[src/rtl/core/multi_slot_soft_timer_bank_unit_defines.svh]
// assertion macros for the timer bank
`ifndef MULTI_SLOT_SOFT_TIMER_BANK_UNIT_DEFINES_SVH
`define MULTI_SLOT_SOFT_TIMER_BANK_UNIT_DEFINES_SVH

// same-cycle implication, checked on the rising clock edge out of reset
`define MSTB_ASSERT_NOW(lbl, ante, cons, msg) \
    lbl: assert property (@(posedge i_clk) disable iff (!i_rst_n) (ante) |-> (cons)) \
        else $error(msg);

// next-cycle implication
`define MSTB_ASSERT_NEXT(lbl, ante, cons, msg) \
    lbl: assert property (@(posedge i_clk) disable iff (!i_rst_n) (ante) |=> (cons)) \
        else $error(msg);

`endif

[src/rtl/core/mstb_pkg.sv]
// shared codes and controller/datapath interface types for the timer bank
package mstb_pkg;

    localparam logic [1:0] MODE_TICK    = 2'd0;
    localparam logic [1:0] MODE_CREATE  = 2'd1;
    localparam logic [1:0] MODE_DESTROY = 2'd2;

    localparam logic [1:0] KIND_CREATE  = 2'd0;
    localparam logic [1:0] KIND_DESTROY = 2'd1;
    localparam logic [1:0] KIND_EXPIRY  = 2'd2;

    localparam int SLOT_ID_W  = 4;
    localparam int RESULT_CAP = 16;
    localparam int EVCNT_W    = 5;

    typedef struct packed {
        logic take;
        logic idx_inc;
        logic claim;
        logic crt_fail;
        logic dst;
        logic rd;
        logic drop;
        logic tick_upd;
        logic push_reply;
        logic push_held;
        logic push_last;
    } t_cmd;

    typedef struct packed {
        logic [1:0] mode;
        logic       zero_load;
        logic       idx_end;
        logic       cur_live;
        logic       cur_pend;
        logic       fire;
        logic       cap_ok;
        logic       held_vld;
        logic       out_free;
    } t_sts;

endpackage

[src/rtl/core/mstb_ctrl.sv]
// controller state machine for the timer bank
module mstb_ctrl (
    input  logic            i_clk,
    input  logic            i_rst_n,
    input  logic            i_valid,
    input  mstb_pkg::t_sts  i_sts,
    output mstb_pkg::t_cmd  o_cmd,
    output logic            o_busy
);
    import mstb_pkg::*;

    localparam logic [2:0] S_IDLE  = 3'd0;
    localparam logic [2:0] S_DISP  = 3'd1;
    localparam logic [2:0] S_CRT   = 3'd2;
    localparam logic [2:0] S_DST   = 3'd3;
    localparam logic [2:0] S_REPLY = 3'd4;
    localparam logic [2:0] S_TRD   = 3'd5;
    localparam logic [2:0] S_TEX   = 3'd6;
    localparam logic [2:0] S_TEND  = 3'd7;

    logic [2:0] r_state;
    logic [2:0] n_state;
    t_cmd       cmd;
    logic       ev_new;

    assign ev_new = i_sts.fire && i_sts.cap_ok;

    always_comb begin
        n_state = r_state;
        cmd     = '0;
        case (r_state)
            S_IDLE: begin
                if (i_valid) begin
                    cmd.take = 1'b1;
                    n_state  = S_DISP;
                end
            end
            S_DISP: begin
                case (i_sts.mode)
                    MODE_TICK:    n_state = S_TRD;
                    MODE_CREATE:  n_state = S_CRT;
                    MODE_DESTROY: n_state = S_DST;
                    default:      n_state = S_IDLE;
                endcase
            end
            S_CRT: begin
                if (i_sts.zero_load || i_sts.idx_end) begin
                    cmd.crt_fail = 1'b1;
                    n_state      = S_REPLY;
                end else if (!i_sts.cur_live) begin
                    cmd.claim = 1'b1;
                    n_state   = S_REPLY;
                end else begin
                    cmd.idx_inc = 1'b1;
                end
            end
            S_DST: begin
                cmd.dst = 1'b1;
                n_state = S_REPLY;
            end
            S_REPLY: begin
                if (i_sts.out_free) begin
                    cmd.push_reply = 1'b1;
                    n_state        = S_IDLE;
                end
            end
            S_TRD: begin
                if (i_sts.idx_end) begin
                    n_state = S_TEND;
                end else if (!i_sts.cur_live) begin
                    cmd.idx_inc = 1'b1;
                end else if (i_sts.cur_pend) begin
                    cmd.drop    = 1'b1;
                    cmd.idx_inc = 1'b1;
                end else begin
                    cmd.rd  = 1'b1;
                    n_state = S_TEX;
                end
            end
            S_TEX: begin
                if (!(ev_new && i_sts.held_vld && !i_sts.out_free)) begin
                    cmd.tick_upd  = 1'b1;
                    cmd.idx_inc   = 1'b1;
                    cmd.push_held = ev_new && i_sts.held_vld;
                    n_state       = S_TRD;
                end
            end
            S_TEND: begin
                if (!i_sts.held_vld) begin
                    n_state = S_IDLE;
                end else if (i_sts.out_free) begin
                    cmd.push_held = 1'b1;
                    cmd.push_last = 1'b1;
                    n_state       = S_IDLE;
                end
            end
            default: n_state = S_IDLE;
        endcase
    end

    always_ff @(posedge i_clk) begin
        if (!i_rst_n) begin
            r_state <= S_IDLE;
        end else begin
            r_state <= n_state;
        end
    end

    assign o_cmd  = cmd;
    assign o_busy = (r_state != S_IDLE);

endmodule

[src/rtl/core/mstb_dp.sv]
// datapath for the timer bank: slot flags, count memories, decrementer, result register
module mstb_dp #(
    parameter int TIMER_SLOTS = 16,
    parameter int COUNT_WIDTH = 32
) (
    input  logic                       i_clk,
    input  logic                       i_rst_n,
    input  logic [1:0]                 i_mode,
    input  logic [3:0]                 i_slot,
    input  logic [31:0]                i_load_ticks,
    input  logic                       i_one_shot,
    input  mstb_pkg::t_cmd             i_cmd,
    output mstb_pkg::t_sts             o_sts,
    input  logic                       i_stall,
    output logic                       o_valid,
    output logic [1:0]                 o_reply_kind,
    output logic [3:0]                 o_slot_id,
    output logic                       o_ok,
    output logic                       o_last
);
    import mstb_pkg::*;

    localparam int IDX_W = (TIMER_SLOTS > 1) ? $clog2(TIMER_SLOTS) : 1;
    localparam int CNT_W = $clog2(TIMER_SLOTS + 1);

    logic [1:0]             r_mode;
    logic [3:0]             r_handle;
    logic [COUNT_WIDTH-1:0] r_load;
    logic                   r_once;
    logic [CNT_W-1:0]       r_idx;

    logic [TIMER_SLOTS-1:0] r_live;
    logic [TIMER_SLOTS-1:0] r_pend;
    logic [TIMER_SLOTS-1:0] r_one;

    logic [COUNT_WIDTH-1:0] r_rem_mem [TIMER_SLOTS];
    logic [COUNT_WIDTH-1:0] r_rel_mem [TIMER_SLOTS];
    logic [COUNT_WIDTH-1:0] r_rem_q;
    logic [COUNT_WIDTH-1:0] r_rel_q;

    logic [EVCNT_W-1:0]     r_ev_cnt;
    logic                   r_held_vld;
    logic [SLOT_ID_W-1:0]   r_held_id;

    logic [1:0]             r_rep_kind;
    logic [SLOT_ID_W-1:0]   r_rep_id;
    logic                   r_rep_ok;

    logic                   r_out_vld;
    logic [1:0]             r_out_kind;
    logic [SLOT_ID_W-1:0]   r_out_id;
    logic                   r_out_ok;
    logic                   r_out_last;

    logic [IDX_W-1:0]       cur;
    logic [IDX_W-1:0]       hidx;
    logic                   h_ok;
    logic [COUNT_WIDTH-1:0] dec;
    logic                   fire;
    logic                   ev_new;

    assign cur    = r_idx[IDX_W-1:0];
    assign hidx   = IDX_W'(r_handle);
    assign h_ok   = (32'(r_handle) < TIMER_SLOTS) && r_live[hidx];
    assign dec    = r_rem_q - COUNT_WIDTH'(1);
    assign fire   = (dec == '0);
    assign ev_new = fire && (r_ev_cnt < EVCNT_W'(RESULT_CAP));

    // latched request and walk index
    always_ff @(posedge i_clk) begin
        if (i_cmd.take) begin
            r_mode   <= i_mode;
            r_handle <= i_slot;
            r_load   <= COUNT_WIDTH'(i_load_ticks);
            r_once   <= i_one_shot;
        end
    end

    always_ff @(posedge i_clk) begin
        if (!i_rst_n) begin
            r_idx <= '0;
        end else if (i_cmd.take) begin
            r_idx <= '0;
        end else if (i_cmd.idx_inc) begin
            r_idx <= r_idx + CNT_W'(1);
        end
    end

    // slot flags
    always_ff @(posedge i_clk) begin
        if (!i_rst_n) begin
            r_live <= '0;
            r_pend <= '0;
            r_one  <= '0;
        end else begin
            if (i_cmd.claim) begin
                r_live[cur] <= 1'b1;
                r_pend[cur] <= 1'b0;
                r_one[cur]  <= r_once;
            end
            if (i_cmd.dst && h_ok) begin
                r_pend[hidx] <= 1'b1;
            end
            if (i_cmd.drop) begin
                r_live[cur] <= 1'b0;
                r_pend[cur] <= 1'b0;
            end
            if (i_cmd.tick_upd && fire && r_one[cur]) begin
                r_live[cur] <= 1'b0;
            end
        end
    end

    // count memories
    always_ff @(posedge i_clk) begin
        if (i_cmd.claim) begin
            r_rem_mem[cur] <= r_load;
        end else if (i_cmd.tick_upd) begin
            r_rem_mem[cur] <= fire ? r_rel_q : dec;
        end
        if (i_cmd.rd) begin
            r_rem_q <= r_rem_mem[cur];
        end
    end

    always_ff @(posedge i_clk) begin
        if (i_cmd.claim) begin
            r_rel_mem[cur] <= r_load;
        end
        if (i_cmd.rd) begin
            r_rel_q <= r_rel_mem[cur];
        end
    end

    // expiry held back until the next one or the end of the walk sets last
    always_ff @(posedge i_clk) begin
        if (!i_rst_n) begin
            r_ev_cnt   <= '0;
            r_held_vld <= 1'b0;
        end else if (i_cmd.take) begin
            r_ev_cnt   <= '0;
            r_held_vld <= 1'b0;
        end else if (i_cmd.tick_upd && ev_new) begin
            r_ev_cnt   <= r_ev_cnt + EVCNT_W'(1);
            r_held_vld <= 1'b1;
        end else if (i_cmd.push_last) begin
            r_held_vld <= 1'b0;
        end
    end

    always_ff @(posedge i_clk) begin
        if (i_cmd.tick_upd && ev_new) begin
            r_held_id <= SLOT_ID_W'(cur);
        end
    end

    // create and destroy reply
    always_ff @(posedge i_clk) begin
        if (i_cmd.claim) begin
            r_rep_kind <= KIND_CREATE;
            r_rep_id   <= SLOT_ID_W'(cur);
            r_rep_ok   <= 1'b1;
        end else if (i_cmd.crt_fail) begin
            r_rep_kind <= KIND_CREATE;
            r_rep_id   <= '0;
            r_rep_ok   <= 1'b0;
        end else if (i_cmd.dst) begin
            r_rep_kind <= KIND_DESTROY;
            r_rep_id   <= r_handle;
            r_rep_ok   <= h_ok;
        end
    end

    // output register
    always_ff @(posedge i_clk) begin
        if (!i_rst_n) begin
            r_out_vld <= 1'b0;
        end else if (i_cmd.push_reply || i_cmd.push_held) begin
            r_out_vld <= 1'b1;
        end else if (!i_stall) begin
            r_out_vld <= 1'b0;
        end
    end

    always_ff @(posedge i_clk) begin
        if (i_cmd.push_reply) begin
            r_out_kind <= r_rep_kind;
            r_out_id   <= r_rep_id;
            r_out_ok   <= r_rep_ok;
            r_out_last <= 1'b1;
        end else if (i_cmd.push_held) begin
            r_out_kind <= KIND_EXPIRY;
            r_out_id   <= r_held_id;
            r_out_ok   <= 1'b0;
            r_out_last <= i_cmd.push_last;
        end
    end

    always_comb begin
        o_sts.mode      = r_mode;
        o_sts.zero_load = (r_load == '0);
        o_sts.idx_end   = (r_idx == CNT_W'(TIMER_SLOTS));
        o_sts.cur_live  = r_live[cur];
        o_sts.cur_pend  = r_pend[cur];
        o_sts.fire      = fire;
        o_sts.cap_ok    = (r_ev_cnt < EVCNT_W'(RESULT_CAP));
        o_sts.held_vld  = r_held_vld;
        o_sts.out_free  = !r_out_vld || !i_stall;
    end

    assign o_valid      = r_out_vld;
    assign o_reply_kind = r_out_kind;
    assign o_slot_id    = r_out_id;
    assign o_ok         = r_out_ok;
    assign o_last       = r_out_last;

endmodule

[src/rtl/core/multi_slot_soft_timer_bank_unit.sv]
// top level of the timer bank
// Bank of TIMER_SLOTS countdown timers, one request at a time. A create scans the
// slots up to the first free one before it replies. A tick walks every slot in
// ascending order: a free slot is skipped, one marked for removal is freed, and a
// live slot takes a registered read of its count memory, then a decrement and write
// back through the single shared decrementer. Expiry events come out in slot order,
// at most sixteen per tick, and the walk pauses while an expiry waits on a stalled
// result register. o_stall is high from the cycle after a request is taken until its
// last result, if any, is queued.
`include "multi_slot_soft_timer_bank_unit_defines.svh"

module multi_slot_soft_timer_bank_unit #(
    parameter int TIMER_SLOTS = 16,
    parameter int COUNT_WIDTH = 32
) (
    input  logic        i_clk,
    input  logic        i_rst_n,
    input  logic        i_valid,
    output logic        o_stall,
    input  logic [1:0]  i_mode,
    input  logic [3:0]  i_slot,
    input  logic [31:0] i_load_ticks,
    input  logic        i_one_shot,
    output logic        o_valid,
    input  logic        i_stall,
    output logic [1:0]  o_reply_kind,
    output logic [3:0]  o_slot_id,
    output logic        o_ok,
    output logic        o_last
);
    import mstb_pkg::*;

    t_cmd w_cmd;
    t_sts w_sts;
    logic w_busy;

    mstb_ctrl u_ctrl (
        .i_clk   (i_clk),
        .i_rst_n (i_rst_n),
        .i_valid (i_valid),
        .i_sts   (w_sts),
        .o_cmd   (w_cmd),
        .o_busy  (w_busy)
    );

    mstb_dp #(
        .TIMER_SLOTS (TIMER_SLOTS),
        .COUNT_WIDTH (COUNT_WIDTH)
    ) u_dp (
        .i_clk        (i_clk),
        .i_rst_n      (i_rst_n),
        .i_mode       (i_mode),
        .i_slot       (i_slot),
        .i_load_ticks (i_load_ticks),
        .i_one_shot   (i_one_shot),
        .i_cmd        (w_cmd),
        .o_sts        (w_sts),
        .i_stall      (i_stall),
        .o_valid      (o_valid),
        .o_reply_kind (o_reply_kind),
        .o_slot_id    (o_slot_id),
        .o_ok         (o_ok),
        .o_last       (o_last)
    );

    assign o_stall = w_busy;

    `MSTB_ASSERT_NEXT(a_busy_after_take, i_valid && !o_stall, o_stall, "request taken but block not busy")
    `MSTB_ASSERT_NOW(a_no_push_on_stall, o_valid && i_stall, !(w_cmd.push_reply || w_cmd.push_held), "result pushed over a stalled result")
    `MSTB_ASSERT_NOW(a_expiry_not_ok, o_valid && (o_reply_kind == KIND_EXPIRY), !o_ok, "expiry event with ok set")

endmodule
[config.mk]
export PLATFORM = sky130hd
export DESIGN_NAME = multi_slot_soft_timer_bank_unit
export DESIGN_NICKNAME = d
export VERILOG_FILES = /design/src/rtl/core/mstb_pkg.sv /design/src/rtl/core/mstb_ctrl.sv /design/src/rtl/core/mstb_dp.sv /design/src/rtl/core/multi_slot_soft_timer_bank_unit.sv
export VERILOG_INCLUDE_DIRS = /design/src /design/src/rtl/core
export SDC_FILE = /design/constraint.sdc
export NUM_CORES = 1
export LEC_CHECK = 0
export ABC_AREA = 1
export ABC_CLOCK_PERIOD_IN_PS = 16100
export BUFFER_PORTS_ARGS = -buffer_cell sky130_fd_sc_hd__buf_4
export CORE_UTILIZATION = 34
export DETAILED_ROUTE_END_ITERATION = 12
export SLEW_MARGIN = 20
export SYNTH_ARGS = -nofsm -noshare
export SYNTH_HDL_FRONTEND = slang
export SYNTH_SLANG_ARGS = --single-unit
[constraint.sdc]
create_clock -name i_clk -period 16.1 [get_ports i_clk]
set_input_delay 3.22 -clock i_clk [delete_from_list [all_inputs] [get_ports i_clk]]
set_output_delay 3.22 -clock i_clk [all_outputs]
set_load 0.03 [all_outputs]
Word level (Yosys, flattened, before mapping)
Memory sizes are Yosys's and may differ from the RTL's. A register that Yosys moved wholly into a read port is not among the register bits.
Cells that the tools add are included.

word-level totals
  latch bits = 0
  register bits after elaboration = 120
  bits in writable memories = 1024
  ROM bits = 0
  memories kept = 2
  logic and storage cells = 164

memory list
  name            words  bits a word  rd ports  clocked after Yosys merged registers in  write ports  RTL line       text
  u_dp.r_rel_mem  16     32           1         1                                        1            mstb_dp.sv:37  logic [COUNT_WIDTH-1:0] r_rel_mem [TIMER_SLOTS];
  u_dp.r_rem_mem  16     32           1         1                                        1            mstb_dp.sv:36  logic [COUNT_WIDTH-1:0] r_rem_mem [TIMER_SLOTS];

operators by class
  $lt $le $gt $ge = 5
  divide/modulo/power cells = 0
  shift-type cells = 0
  bitwise operators = 9
  multipliers = 0
  add/subtract/negate cells = 3
  muxes and demuxes = 81
  reductions and logical operators = 27
  eq/ne operators = 16

operators by type and width
  cell                                                  count
  two-way mux 16 bit                                    10
  AND 16 bit                                            4
  zero test 32 bit                                      2
  two-way mux 32 bit                                    2
  two-way mux 1 bit                                     36
  bitwise OR 16 bit                                     2
  subtractor 32 x 1 -> 32 bit (second input constant)   1
  two-way mux 3 bit                                     9
  case mux 3 bit (8 select lines)                       1
  two-way mux 4 bit                                     5
  binary-select mux 1 bit (select 4 bit)                4
  bitwise mux 16 bit                                    1
  two-way mux 2 bit                                     8
  NOT 16 bit                                            1
  == test 3 bit (second input constant)                 4
  adder 5 x 1 -> 5 bit (second input constant)          2
  < comparator 4 x 5 -> 1 bit (second input constant)   2
  logical AND 1 bit                                     9
  case mux 3 bit (3 select lines)                       1
  demux 1 bit (select 4 bit)                            2
  >= comparator 4 x 1 -> 1 bit (second input constant)  2
  == test 3 x 2 -> 1 bit (second input constant)        2
  nonzero test 2 bit                                    3
  nonzero test 3 bit                                    2
  other kinds (20)                                      26

Logic depth before layout (Yosys ltp)
  depth after elaboration = 13
  gate-level depth with buffers = 22
  gate-level depth less buffers = 19

Hierarchy
From an unflattened synthesis, not the netlist that was laid out.

second synthesis, totals
  cells, all modules = 4107
  area total of the unflattened synthesis = 48987.0 sq um

modules (own cells, without submodules)
  module     seq. area each (sq um)  area an instance (sq um)  times used  cells each
  mstb_dp    35554.1                 48482.7                   1           4013
  mstb_ctrl  60.1                    504.2                     1           94

Worst setup path after synthesis
Ideal clock, no wire load.

  path kind = register to register
  start point = reg u_dp.r_idx[0]
  end point = reg u_dp.r_rel_q[0], read port of u_dp.r_rel_mem, enable pin
  arrival = 6400 ps
  cell stages (with the launch flop) = 15
  path slack = 9135 ps
  path buffers = 5
  cells stage by stage = dfxtp_1 -> buf_2 -> inv_2 -> clkbuf_1 -> clkbuf_1 -> clkbuf_1 -> clkbuf_1 -> ha_1 -> inv_1 -> nor2_1 -> inv_2 -> nor2_1 -> inv_1 -> nand2_1 -> nor3_1

RTL lines
  what                    RTL line       text
  start, declared         mstb_dp.sv:30  logic [CNT_W-1:0] r_idx;
  start signal, assigned  mstb_dp.sv:85  r_idx <= r_idx + CNT_W'(1);
  end, declared           mstb_dp.sv:39  logic [COUNT_WIDTH-1:0] r_rel_q;

Worst setup path in the final report
  start point = in i_stall
  end point = mem u_dp.r_rem_mem[14][26], enable pin

between the ends
  longest elaborated chain between the ends = 10

RTL lines
  what                               RTL line                               text
  start, declared                    multi_slot_soft_timer_bank_unit.sv:25  input logic i_stall,
  zero test 1 bit                    n/a
  logical OR 1 bit                   mstb_dp.sv:208                         o_sts.out_free = !r_out_vld || !i_stall;
  zero test 1 bit                    mstb_ctrl.sv:81                        if (!(ev_new && i_sts.held_vld && !i_sts.out_free)) begin
  logical AND 1 bit                  mstb_ctrl.sv:81
  two-way mux 1 bit                  mstb_ctrl.sv:81
  two-way mux 1 bit                  mstb_ctrl.sv:31                        case (r_state)
  two-way mux 1 bit                  mstb_dp.sv:118                         end else if (i_cmd.tick_upd) begin
  two-way mux 1 bit                  mstb_dp.sv:116                         if (i_cmd.claim) begin
  two-way mux 1 bit                  mstb_dp.sv:119                         r_rem_mem[cur] <= fire ? r_rel_q : dec;
  bitwise OR 1 bit (no source line)  n/a
  end, declared                      mstb_dp.sv:36

Every way passes these cells.

==> qor.csv <==
metric;value;unit
status;finished, violations left;
failing checks;design-rule violations;
DRT iter0 DRCs;3636;
Die W;379;µm
Post-synth EDFFs;1142;
Total GRT Usage;17.9;%
clk slew on worst S/H paths;60;ps
Max IR drop VDD;0.0923;mV
layout cells sized above 1;9.71;%
Synth async-reset ratio;0;%
crit-path cells;buf_4 -> nand2_1 -> nor2_1 -> nand4_4 -> nand2_2 -> buf_4 -> inv_4 -> nor2_8 -> nor2_4 -> buf_4;
initial antenna violation count;11;
Rel. slew slack;30.4;%
crit path launch type;input port;
row count;138;
Initial Utilization;34.2;%
register area share after synthesis;73.7;%
cts-stage hold buffer count;0;
minimum clock period;5490;ps
setup bufs post-CTS;0;
die area;144000;µm²
Post-DP Area;51300;µm²
global-route wire length before repair;192000;µm
Arrival @ worst endpoint;5850;ps
setup_tns;0;ps
power density cells;130;nW/µm²
Synth Instances;3973;
DRT Pass-1 Iters;9;
CTS tree;yes;
vias in the first global route;29500;
unrepaired setup endpoints after global routing;no;
wire per inst;21.8;µm
post-synth cell types;41;
syn nets;4027;
most frequent cell on the critical path;buf_4;
Core Util, Final;39.0;%
Synth Cell Area;48300;µm²
PostCTS Resize Cnt;0;
fillcell total;13500;
I/O pin cnt;53;
Fin Hold WS;453;ps
worst path buffer plus inverter count;4;
DR vias;31700;
Slew @ Worst Pin;1040;ps
nets;4072;
CP endpoint kind;flop;
Leakage;17.9;nW
final WL;131000;µm
Port Buf Inserts;52;
Hold WC Path Type;reg -> reg;
Max-cap violations;0;
clk_lat worst skew;720;ps
CTS sink count;1208;
synthesized flop and latch total;1208;
Final Hold Fails;0;
Post-Syn Area per Cell;12.2;µm²
Yosys warning count;0;
worst-path fanout max;47;
Area Growth Syn to Fin;13.8;%
crit-path max cell delay;550;ps
Setup CP Type;in -> reg;
Post-synth top flop;edfxtp_1;
slowest CP cell;nor2_8;
Crit path max-delay family;simple AND/OR/NAND/NOR gates;
largest net degree at the start of global routing;216;
Remaining DRCs;2;
root buffer selected by CTS;clkbuf_16;
Worst Path Required;16460;ps
cts bufs inserted;119;
f_max;0.182;GHz
DR vias/cell;5.28;
Die Span Y;379;µm
Final setup viols;0;
CTS H-tree lvls;3;
total grt overflow;0;
period utilization;34.1;%
Worst Skew;34.3;ps
DPL Wire Length;69300;µm
maximum clock path buffer count;3;
residual antenna-violating net count after detailed routing;0;
area of the core;141000;µm²
RD Place Congestion;0.895;
design area;55000;µm²
Pins Over Slew Limit;0;
-- final cells by class --
cell class	count	area [µm²]	area share [%]
antenna	2	5.00	0.00910
clock buffer	154	3160	5.75
clock inverter	60	492	0.894
inverter	146	567	1.03
multi-input combinational	2390	11600	21.1
sequential	1208	35600	64.7
tap	1890	2360	4.30
timing repair buffer	153	1190	2.16
-- cell usage in the layout (no fill, tap or decap), types with 8 or more instances in the layout --
master,instances
edfxtp_1,1142
nor2_1,722
o21ai_0,609
nand2_1,442
o22ai_1,275
buf_4,150
inv_1,137
clkbuf_16,121
nand4_1,83
dfxtp_1,64
nand3_1,50
nor2_4,39
a21oi_1,38
clkbuf_1,32
clkinv_2,22
clkinv_1,21
a31oi_1,21
a22oi_1,12
nor4_1,11
nor3_1,11
a31oi_2,11
ha_1,11
o21ai_1,8
nor2_2,8
-- worst register-to-register path: cells and delay by family, from the launching register on --
kind | cells | cell delay (ps)
xor+xnor | 1 | 330
flops | 1 | 390
buf+inv | 4 | 1310
fa+ha+maj | 1 | 260
simple gates | 10 | 2480
-- synth_stat cells, types with 4 or more instances --
library cell | count | area, µm²
inv_2 | 5 | 18.8
a31oi_1 | 32 | 200
o21ai_0 | 610 | 3050
ha_1 | 11 | 138
a21oi_1 | 38 | 190
a22oi_1 | 12 | 90.1
clkbuf_1 | 209 | 785
buf_6 | 4 | 45.0
o21ai_1 | 7 | 35.0
a32oi_1 | 4 | 35.0
edfxtp_1 | 1142 | 34300
nand2_1 | 442 | 1660
nand3_1 | 50 | 250
nor2_2 | 9 | 56.3
nor3_1 | 12 | 60.1
xor2_1 | 6 | 52.6
o22ai_1 | 275 | 1720
buf_2 | 7 | 35.0
nand3b_1 | 4 | 30.0
nand4_1 | 83 | 519
nor2_1 | 757 | 2840
inv_1 | 139 | 522
buf_1 | 9 | 33.8
dfxtp_1 | 66 | 1320
nor4_1 | 11 | 68.8
nand2_2 | 5 | 31.3
-- metrics by stage --
stage / std cells / worst slack (ps) / power, W
final: 6003 / 10610 / 0.00716
after global routing: 6001 / 10480 / 0.00741
after CTS: 6001 / 10580 / 0.00719
after detailed placement: 5787 / 9850 / 0.00459
after global placement: 5787 / 9900 / 0.00458
after floorplan: 3973 / 9140 / 0.00424
-- logic make-up after synthesis --
| kind of cell | after synthesis | share of synthesized area, % |
|---|---|---|
| buffers and inverters | 375 | 3.00 |
| adders and majority gates | 11 | 0.285 |
| DFF | 1208 | 73.7 |
| xor gates and xnor gates | 8 | 0.145 |
| and+or+nand+nor | 1386 | 11.8 |
| AOI/OAI and AO/OA | 985 | 11.1 |
-- final timing paths --
| path | from | endpoint | slack [ps] | cells past startpoint |
|---|---|---|---|---|
| worst max-delay path | i_stall | u_dp.r_rem_mem[14][26]$_DFFE_PP_ | 10610 | 10 |
| worst min-delay path | u_dp.r_one[14]$_SDFFE_PN0P_ | u_dp.r_one[14]$_SDFFE_PN0P_ | 450 | 2 |
| worst max register to register | u_dp.r_rem_q[0]$_DFFE_PP_ | u_dp.r_rem_mem[14][26]$_DFFE_PP_ | 10930 | 16 |
| worst min register to register | u_dp.r_one[14]$_SDFFE_PN0P_ | u_dp.r_one[14]$_SDFFE_PN0P_ | 450 | 2 |
-- where the power goes --
part | internal [W] | switching, W | total, W
Clock | 0.00146 | 0.00117 | 0.00263
Sequential | 0.00370 | 0.0000581 | 0.00376
Combinational | 0.000187 | 0.000587 | 0.000774
-- state kept, by name, summed over array words and instances, names as in the netlist, 2 cells and up, named ones only --
signal and flops:
u_dp.r_held_id 4, u_dp.r_rel_q 32, u_dp.o_reply_kind 2, u_dp.o_slot_id 4, u_dp.r_ev_cnt 5, u_dp.r_rel_mem 512
u_dp.r_one 16, u_dp.r_idx 5, u_dp.hidx 4, u_dp.r_load 32, u_dp.r_rep_id 4, u_dp.r_rem_q 32
u_dp.r_rem_mem 512, u_ctrl.r_state 3, u_dp.r_pend 16, u_dp.r_live 15, u_dp.r_mode 2
-- routing by layer --
metal	vias up	wire length [µm]	GRT usage, %	part of all wire, %
li1	14600	-	-	-
met1	15700	57000	25.6	44
met2	1218	60400	28.4	46
met3	223	9890	2.50	7.6
met4	4	3410	4.98	2.6
met5	-	24	0	0.018
(Power assumes the default switching activity.)
